[src/hw/rtl/tts_pkg.sv]
// ----------------------------------------------------------------------------
// Triangle tangent space: shared definitions
// Word types, controller states, datapath command codes and operand tables.
// ----------------------------------------------------------------------------
`default_nettype none

package tts_pkg;

    localparam int unsigned SQRT_STEPS = 32;
    localparam int unsigned DIV_STEPS  = 15;
    localparam int unsigned CNT_W      = $clog2(SQRT_STEPS);

    localparam logic [15:0] THR_RESET = 16'd1;

    localparam logic [2:0] IDX_X = 3'd0;
    localparam logic [2:0] IDX_Y = 3'd1;
    localparam logic [2:0] IDX_Z = 3'd2;
    localparam logic [2:0] IDX_S = 3'd3;
    localparam logic [2:0] IDX_T = 3'd4;

    typedef struct packed {
        logic signed [31:0] pos_x;
        logic signed [31:0] pos_y;
        logic signed [31:0] pos_z;
        logic signed [31:0] tex_s;
        logic signed [31:0] tex_t;
    } t_vtx;

    typedef struct packed {
        logic signed [15:0] tangent_x;
        logic signed [15:0] tangent_y;
        logic signed [15:0] tangent_z;
        logic signed [15:0] binormal_x;
        logic signed [15:0] binormal_y;
        logic signed [15:0] binormal_z;
        logic signed [15:0] normal_x;
        logic signed [15:0] normal_y;
        logic signed [15:0] normal_z;
        logic               degenerate;
    } t_res;

    typedef enum logic [3:0] {
        S_IDLE, S_CP, S_NLOAD, S_NSHIFT, S_SQ, S_SQRT_INIT, S_SQRT,
        S_DIV_INIT, S_DIV, S_NSTORE, S_BO, S_DOT, S_FLIP, S_OUT
    } t_state;

    typedef enum logic [2:0] {J_DET, J_TAN, J_BIN, J_TB, J_NT, J_FACE} t_job;

    typedef enum logic [2:0] {
        G_ZERO, G_E0, G_E1, G_TAN, G_BIN, G_NRM, G_FACE, G_MAG
    } t_grp;

    typedef struct packed {
        t_grp       grp;
        logic [2:0] idx;
    } t_opnd;

    typedef struct packed {
        t_opnd a;
        t_opnd b;
    } t_mul_sel;

    typedef enum logic [1:0] {ACC_NONE, ACC_LOAD, ACC_ADD, ACC_SUB} t_acc_op;

    typedef enum logic [3:0] {
        OP_NONE, OP_CAP_FIRST, OP_CAP_SECOND, OP_EDGES, OP_NORM_LOAD,
        OP_NORM_SHIFT, OP_SQRT_INIT, OP_SQRT_STEP, OP_DIV_INIT, OP_DIV_STEP,
        OP_NORM_STORE, OP_BO, OP_FLIP, OP_OUT
    } t_dp_op;

    typedef enum logic [1:0] {VEC_TAN, VEC_BIN, VEC_NRM, VEC_FACE} t_vec;

    typedef struct packed {
        t_dp_op     op;
        t_acc_op    acc_op;
        t_mul_sel   mul;
        logic       st_v;
        logic       st_det;
        logic [1:0] comp;
        logic       mask;
        logic       flip;
        t_vec       dest;
    } t_cmd;

    typedef struct packed {
        logic shift_needed;
    } t_status;

    function automatic logic [2:0] nxt1(logic [1:0] c);
        case (c)
            2'd0:    nxt1 = IDX_Y;
            2'd1:    nxt1 = IDX_Z;
            default: nxt1 = IDX_X;
        endcase
    endfunction

    function automatic logic [2:0] nxt2(logic [1:0] c);
        case (c)
            2'd0:    nxt2 = IDX_Z;
            2'd1:    nxt2 = IDX_X;
            default: nxt2 = IDX_Y;
        endcase
    endfunction

    function automatic t_opnd opnd(t_grp g, logic [2:0] i);
        opnd.grp = g;
        opnd.idx = i;
    endfunction

    function automatic t_mul_sel cross_sel(t_grp ga, t_grp gb, logic [1:0] c, logic term);
        if (!term) begin
            cross_sel.a = opnd(ga, nxt1(c));
            cross_sel.b = opnd(gb, nxt2(c));
        end else begin
            cross_sel.a = opnd(ga, nxt2(c));
            cross_sel.b = opnd(gb, nxt1(c));
        end
    endfunction

    function automatic t_mul_sel job_sel(t_job j, logic [1:0] c, logic term);
        logic [2:0] c3;
        c3 = {1'b0, c};
        job_sel = '0;
        case (j)
            J_DET: begin
                job_sel.a = term ? opnd(G_E0, IDX_T) : opnd(G_E0, IDX_S);
                job_sel.b = term ? opnd(G_E1, IDX_S) : opnd(G_E1, IDX_T);
            end
            J_TAN: begin
                job_sel.a = term ? opnd(G_E0, c3) : opnd(G_E0, IDX_T);
                job_sel.b = term ? opnd(G_E1, IDX_T) : opnd(G_E1, c3);
            end
            J_BIN: begin
                job_sel.a = term ? opnd(G_E0, IDX_S) : opnd(G_E0, c3);
                job_sel.b = term ? opnd(G_E1, c3) : opnd(G_E1, IDX_S);
            end
            J_TB:    job_sel = cross_sel(G_TAN, G_BIN, c, term);
            J_NT:    job_sel = cross_sel(G_NRM, G_TAN, c, term);
            J_FACE:  job_sel = cross_sel(G_E1, G_E0, c, term);
            default: job_sel = '0;
        endcase
    endfunction

endpackage

`default_nettype wire

[src/hw/rtl/tts_ctrl.sv]
// ----------------------------------------------------------------------------
// Triangle tangent space: controller
// Counts corners, sequences the cross products, normalisations and output.
// ----------------------------------------------------------------------------
`default_nettype none

module tts_ctrl import tts_pkg::*; (
    input  logic    i_clk,
    input  logic    i_rst_n,
    input  logic    i_in_valid,
    output logic    o_in_stall,
    output logic    o_out_valid,
    input  logic    i_out_stall,
    input  t_status i_status,
    output t_cmd    o_cmd
);

    t_state           r_state, n_state;
    t_job             r_job, n_job;
    logic [1:0]       r_comp, n_comp;
    logic [1:0]       r_ph, n_ph;
    logic [CNT_W-1:0] r_cnt, n_cnt;
    logic [1:0]       r_corners, n_corners;
    logic             r_out_valid, n_out_valid;
    logic             w_accept;
    t_cmd             w_cmd;

    always_ff @(posedge i_clk) begin
        if (!i_rst_n) begin
            r_state     <= S_IDLE;
            r_job       <= J_DET;
            r_comp      <= 2'd0;
            r_ph        <= 2'd0;
            r_cnt       <= '0;
            r_corners   <= 2'd0;
            r_out_valid <= 1'b0;
        end else begin
            r_state     <= n_state;
            r_job       <= n_job;
            r_comp      <= n_comp;
            r_ph        <= n_ph;
            r_cnt       <= n_cnt;
            r_corners   <= n_corners;
            r_out_valid <= n_out_valid;
        end
    end

    always_comb begin
        n_state     = r_state;
        n_job       = r_job;
        n_comp      = r_comp;
        n_ph        = r_ph;
        n_cnt       = r_cnt;
        n_corners   = r_corners;
        n_out_valid = r_out_valid;
        w_cmd       = '0;
        w_cmd.op    = OP_NONE;
        w_accept    = i_in_valid && (r_state == S_IDLE);

        if (r_out_valid && !i_out_stall) begin
            n_out_valid = 1'b0;
        end

        case (r_state)
            S_IDLE: begin
                if (w_accept) begin
                    case (r_corners)
                        2'd1: begin
                            w_cmd.op  = OP_CAP_SECOND;
                            n_corners = 2'd2;
                        end
                        2'd2: begin
                            w_cmd.op  = OP_EDGES;
                            n_corners = 2'd0;
                            n_job     = J_DET;
                            n_comp    = 2'd0;
                            n_ph      = 2'd0;
                            n_state   = S_CP;
                        end
                        default: begin
                            w_cmd.op  = OP_CAP_FIRST;
                            n_corners = 2'd1;
                        end
                    endcase
                end
            end
            S_CP: begin
                n_ph = 2'(r_ph + 2'd1);
                case (r_ph)
                    2'd0: w_cmd.mul = job_sel(r_job, r_comp, 1'b0);
                    2'd1: begin
                        w_cmd.mul    = job_sel(r_job, r_comp, 1'b1);
                        w_cmd.acc_op = ACC_LOAD;
                    end
                    2'd2: w_cmd.acc_op = ACC_SUB;
                    default: begin
                        w_cmd.st_det = (r_job == J_DET);
                        w_cmd.st_v   = (r_job != J_DET);
                        w_cmd.comp   = r_comp;
                        w_cmd.mask   = r_job inside {J_TAN, J_BIN};
                        n_ph         = 2'd0;
                        if ((r_job != J_DET) && (r_comp != 2'd2)) begin
                            n_comp = 2'(r_comp + 2'd1);
                        end else begin
                            n_comp = 2'd0;
                            case (r_job)
                                J_DET:   n_job   = J_TAN;
                                J_NT:    n_state = S_BO;
                                default: n_state = S_NLOAD;
                            endcase
                        end
                    end
                endcase
            end
            S_NLOAD: begin
                w_cmd.op   = OP_NORM_LOAD;
                w_cmd.flip = r_job inside {J_TAN, J_BIN};
                n_state    = S_NSHIFT;
            end
            S_NSHIFT: begin
                if (i_status.shift_needed) begin
                    w_cmd.op = OP_NORM_SHIFT;
                end else begin
                    n_ph    = 2'd0;
                    n_state = S_SQ;
                end
            end
            S_SQ, S_DOT: begin
                n_ph = 2'(r_ph + 2'd1);
                if (r_ph != 2'd3) begin
                    if (r_state == S_SQ) begin
                        w_cmd.mul.a = opnd(G_MAG, {1'b0, r_ph});
                        w_cmd.mul.b = opnd(G_MAG, {1'b0, r_ph});
                    end else begin
                        w_cmd.mul.a = opnd(G_NRM, {1'b0, r_ph});
                        w_cmd.mul.b = opnd(G_FACE, {1'b0, r_ph});
                    end
                end
                case (r_ph)
                    2'd0:    w_cmd.acc_op = ACC_NONE;
                    2'd1:    w_cmd.acc_op = ACC_LOAD;
                    default: w_cmd.acc_op = ACC_ADD;
                endcase
                if (r_ph == 2'd3) begin
                    n_ph    = 2'd0;
                    n_state = (r_state == S_SQ) ? S_SQRT_INIT : S_FLIP;
                end
            end
            S_SQRT_INIT: begin
                w_cmd.op = OP_SQRT_INIT;
                n_cnt    = '0;
                n_state  = S_SQRT;
            end
            S_SQRT: begin
                w_cmd.op = OP_SQRT_STEP;
                if (r_cnt == CNT_W'(SQRT_STEPS - 1)) begin
                    n_state = S_DIV_INIT;
                end else begin
                    n_cnt = CNT_W'(r_cnt + 1'b1);
                end
            end
            S_DIV_INIT: begin
                w_cmd.op = OP_DIV_INIT;
                n_cnt    = '0;
                n_state  = S_DIV;
            end
            S_DIV: begin
                w_cmd.op = OP_DIV_STEP;
                if (r_cnt == CNT_W'(DIV_STEPS - 1)) begin
                    n_state = S_NSTORE;
                end else begin
                    n_cnt = CNT_W'(r_cnt + 1'b1);
                end
            end
            S_NSTORE: begin
                w_cmd.op = OP_NORM_STORE;
                case (r_job)
                    J_TAN: begin
                        w_cmd.dest = VEC_TAN;
                        n_job      = J_BIN;
                        n_state    = S_CP;
                    end
                    J_BIN: begin
                        w_cmd.dest = VEC_BIN;
                        n_job      = J_TB;
                        n_state    = S_CP;
                    end
                    J_TB: begin
                        w_cmd.dest = VEC_NRM;
                        n_job      = J_NT;
                        n_state    = S_CP;
                    end
                    default: begin
                        w_cmd.dest = VEC_FACE;
                        n_ph       = 2'd0;
                        n_state    = S_DOT;
                    end
                endcase
            end
            S_BO: begin
                w_cmd.op = OP_BO;
                n_job    = J_FACE;
                n_state  = S_CP;
            end
            S_FLIP: begin
                w_cmd.op = OP_FLIP;
                n_state  = S_OUT;
            end
            S_OUT: begin
                if (!r_out_valid || !i_out_stall) begin
                    w_cmd.op    = OP_OUT;
                    n_out_valid = 1'b1;
                    n_state     = S_IDLE;
                end
            end
            default: n_state = S_IDLE;
        endcase
    end

    assign o_cmd       = w_cmd;
    assign o_in_stall  = (r_state != S_IDLE);
    assign o_out_valid = r_out_valid;

endmodule

`default_nettype wire

[config.mk]
export PLATFORM = sky130hd
export DESIGN_NAME = tts_ctrl
export DESIGN_NICKNAME = d
export VERILOG_FILES = /design/src/hw/rtl/tts_pkg.sv /design/src/hw/rtl/tts_ctrl.sv
export SDC_FILE = /design/constraint.sdc
export NUM_CORES = 1
export LEC_CHECK = 0
export ABC_AREA = 1
export BUFFER_PORTS_ARGS = -buffer_cell sky130_fd_sc_hd__buf_4
export CORE_UTILIZATION = 50
export DETAILED_ROUTE_END_ITERATION = 8
export GPL_TIMING_DRIVEN = 0
export PLACE_DENSITY_LB_ADDON = 0.1
export SLEW_MARGIN = 10
export SYNTH_ARGS = -nofsm -noshare
export SYNTH_HDL_FRONTEND = slang
export SYNTH_SLANG_ARGS = --single-unit
[constraint.sdc]
create_clock -name i_clk -period 1.86 [get_ports i_clk]
set_input_delay 0.093 -clock i_clk [delete_from_list [all_inputs] [get_ports i_clk]]
set_output_delay 0.093 -clock i_clk [all_outputs]
set_load 0.01 [all_outputs]
# Yosys cells after proc, flatten, opt, wreduce, memory -nomap -nowiden
# Cells that the tools add are included.
op_classes:
  n_addsub: 3
  eq_ne: 43
  n_mux: 57
  n_reduce_logical: 27
op_table:
  columns: ["operator", "count"]
  rows:
  - ["$pmux W12 S6", 2]
  - ["$pmux W4 S13", 1]
  - ["$mux W4", 12]
  - ["$pmux W4 S11", 1]
  - ["$ne A2 B2 Y1 const B", 15]
  - ["$pmux W14 S2", 1]
  - ["$pmux W2 S2", 7]
  - ["$eq A4 B4 Y1 const B", 6]
  - ["$pmux W12 S2", 1]
  - ["$mux W2", 10]
  - ["$mux W5", 4]
  - ["$mux W3", 6]
  - ["$eq A4 B3 Y1 const B", 4]
  - ["$pmux W5 S3", 1]
  - ["$mux W12", 1]
  - ["$pmux W3 S4", 1]
  - ["$mux W11", 1]
  - ["$pmux W2 S5", 1]
  - ["$reduce_and A10 Y1", 1]
  - ["$pmux W3 S3", 1]
  - ["$eq A4 B2 Y1 const B", 2]
  - ["$pmux W4 S2", 1]
  - ["$reduce_bool A4 Y1", 2]
  - ["$reduce_and A7 Y1", 1]
  - ["other kinds (29)", 47]
totals:
  register_bits: 19
  in_bits: 5
  word_cells: 137

# Longest topological paths before layout
depth:
  depth_word: 5
  depth_mapped: 12

# Worst setup path before layout
# No wires, ideal clock.
synth_timing:
  path_type: "reg2out"
  from: "reg r_state[3]"
  to: "out o_cmd[15] (netlist name)"
  arrival_time_ns: 1.317
  required_time_ns: 1.767
  slack_ns: 0.450
  stages_incl_launch_ff: 6
  path_cell_list: "dfxtp_1 nor2_1 nand2_1 nor2_1 inv_1 o211ai_1"
synth_lines:
  columns: ["element", "line", "text"]
  rows:
  - ["start: declaration", "tts_ctrl.sv:18", "t_state r_state, n_state;"]
  - ["start signal: assignment", "tts_ctrl.sv:38", "r_state <= n_state;"]
  - ["end: declaration", "tts_ctrl.sv:15", "output t_cmd o_cmd"]

==> impl_metrics.yaml <==
job:
  maxCapViolCount: 0
final_layout:
  fin_area_um2: 2180
  register_area_um2: 395
  n_antenna_cell: 0
  fin_cells: 383
  final_cell_mix: "nand2_1 (81), nor2_1 (48), buf_4 (39)"
  drive_gt1_share_pct: 24.6
  fill_cells: 323
  final_common_cell: "nand2_1"
  fin_nets: 357
  area_delta_synth_final_pct: 25.3
  multi_input_area_um2: 1250
die:
  core_area_um2: 3340
  dieArea_um2: 3730
  die_h_um: 61.0
  io_pins: 33
  std_cell_rows: 21
  dieWidth_um: 61.0
  initial_core_util_pct: 52.2
route:
  dr.pass1.iters: 4
  drt-initial-drc-count: 163
  routed_via_density: 5.21
  vias: 1994
  antenna_left: 0
  drc_errors: 0
  wl_per_cell_um: 12.4
  finalWirelength_mm: 4.75
place:
  dp_hpwl_mm: 3.62
  dp.cells: 373
  dpl_cell_area_um2: 2040
  place.gp.congestion: 0.948
  io_buffers: 32
logic_synthesis:
  avgSynthCellArea_um2: 5.91
  yosys_warnings: 0
  synthTopCellsByArea: "dfxtp_1 (22%), nand2_1 (18%), nor2_1 (12%)"
  synth_nets: 314
  synth_area_um2: 1740
  synth_top_area_cell: "dfxtp_1"
  yosysSeqAreaShare_pct: 21.8
  ys_seq_elements: 19
  synthesis.instances: 295
  synth.distinct_cells: 25
  synth_top_area_share_pct: 21.8
timing:
  tightestPinTransition_ns: 0.321
  hold_violations: 0
  layout_min_cycle_time_ns: 1.79
  slew-limit-headroom_pct: 78.5
  slew_viol_final: 0
  period_share_pct: 96.3
  hold_ws_ns: 0.0313
  finClkSkew_ns: 0.00736
  setup_viol: 0
  fmax_mhz: 558
clock_network:
  cts_sinks: 19
  cts_tree: "yes"
  clockBufferDepth: 2
  cts_buffers: 3
  path_clk_slew_ns: 0.12
  clk_root_buffer_cell: "clkbuf_4"
  insertion_delay_ns: 0.31
  h-tree-depth: 1
power:
  max-vdd-ir-drop_mv: 0.728
  total_power_mw: 3.30
  seq_power_share_pct: 21.5
  pwr-share-clk_pct: 6.9
  leakage_nw: 1.09
  power.density_nw_per_um2: 1510
  p_sw_share_pct: 53.7
  p_switching_mw: 1.77
  combPwrFrac_pct: 71.6
  intPower_mw: 1.53
setup_path:
  critPathKind: "reg2out"
  crit_required_ns: 1.77
  critPathArrivalTime_ns: 1.70
  timing.rr.start: "r_state[0]$_SDFFE_PN0P_"
  critPathCaptureType: "output pin"
  crit_start: "r_state[2]$_SDFFE_PN0P_"
  critPathLaunchType: "flop"
  crit_fanout: 8
grt:
  grt_pass1_vias: 1681
  grt_max_degree: 12
  antenna_found_initial: 0
  grt-ovfl-total: 0
  grt_pass1_wl_mm: 7.36
  track_usage_pct: 26.8
outcome:
  outcome: "completed"
min_path:
  min_from: "i_rst_n"
  min_path_type: "in2reg"
==> cell families after synthesis <==
kind of cell,Yosys count,share of synthesized area (%)
simple gates,174,42.9
xor+xnor,2,1.01
buf+inv,42,9.33
flops,19,21.8
compound gates,44,14.9
fa+ha+maj,14,10.1
==> worst paths after layout <==
kind / slack (ns) / cells past startpoint / end
max: 0.07 / 7 / o_cmd[16]
min reg2reg: 0.49 / 2 / r_corners[0]$_SDFFE_PN0P_
min: 0.03 / 3 / r_corners[0]$_SDFFE_PN0P_
max reg2reg: 0.20 / 12 / r_state[0]$_SDFFE_PN0P_
==> flip-flops by register name, indices dropped and copies added (netlist names) <==
name and count:
r_cnt 5, r_corners 2, r_ph 2, r_job 3, r_comp 2, r_state 4
o_out_valid 1
==> through the flow <==
stage / utilization [%] / worst slack [ns] / TNS (ns)
floorplan: - / 0.450 / 0
global placement: 61.2 / 0.141 / 0
detailed placement: 61.2 / 0.152 / 0
CTS: 62.8 / -0.0330 / -0.0521
global route: 65.4 / -0.0124 / -0.0287
finish: 65.4 / 0.0695 / 0
==> cell type report <==
cell class | instances | area share (%)
plain buffers | 2 | 0.573
clock buffers | 3 | 1.03
clock inverters | 1 | 0.229
inverters | 40 | 6.88
multi-input cells | 234 | 57.5
flip-flops and latches | 19 | 18.1
well taps | 46 | 2.64
repair buffers | 38 | 13.1
==> power groups by stage <==
stage / Sequential [mW] / Combinational, mW / Clock [mW]
2_1_floorplan: 0.650 / 1.56 / 0
3_5_place_dp: 0.680 / 2.17 / 0
3_3_place_gp: 0.679 / 2.15 / 0
6_report: 0.709 / 2.36 / 0.227
5_1_grt: 0.732 / 2.68 / 0.239
4_1_cts: 0.684 / 2.20 / 0.228
==> routing by layer <==
| layer | GRT usage, % | part of all wire, % |
|---|---|---|
| met3 | 2.52 | 6.5 |
| met5 | 0 | 0 |
| met4 | 10.7 | 2.1 |
| met1 | 35.4 | 45 |
| met2 | 45.0 | 47 |
==> timing repair <==
action | 4_1_cts | 5_1_grt
pin swaps | 1 | 4
endpoints found under the setup margin | 9 | 21
cloned | 0 | 0
resized for setup | 7 | 21
buffers inserted | 1 | 5
hold buffers | 0 | 0
hold endpoints to repair | 0 | 0
==> Yosys cell counts <==
library cell  number
a211oi_1           2
nand4_1            3
nand3_2            2
o211ai_1           7
nor3_1             1
inv_2              3
a21oi_1           14
o2111ai_1          1
inv_1             37
o21ai_0           16
nand2_1           83
buf_4              1
o21ai_1            1
o22ai_1            2
ha_1              14
buf_2              1
a21oi_4            1
nand2_2            5
xor2_1             2
nor2_4             3
nor2_1            54
nand3_1           19
dfxtp_1           19
nor2_2             3
nor3_2             1
==> worst max-delay path, stage by stage (launching register included) <==
cell and delay, ns:
dfxtp_2 0.38, inv_2 0.12, nand2_1 0.13, nor2_4 0.20, buf_4 0.15, nand2_2 0.06, o22ai_1 0.19, buf_4 0.16
Note: power is estimated with default switching activity, not from simulation.
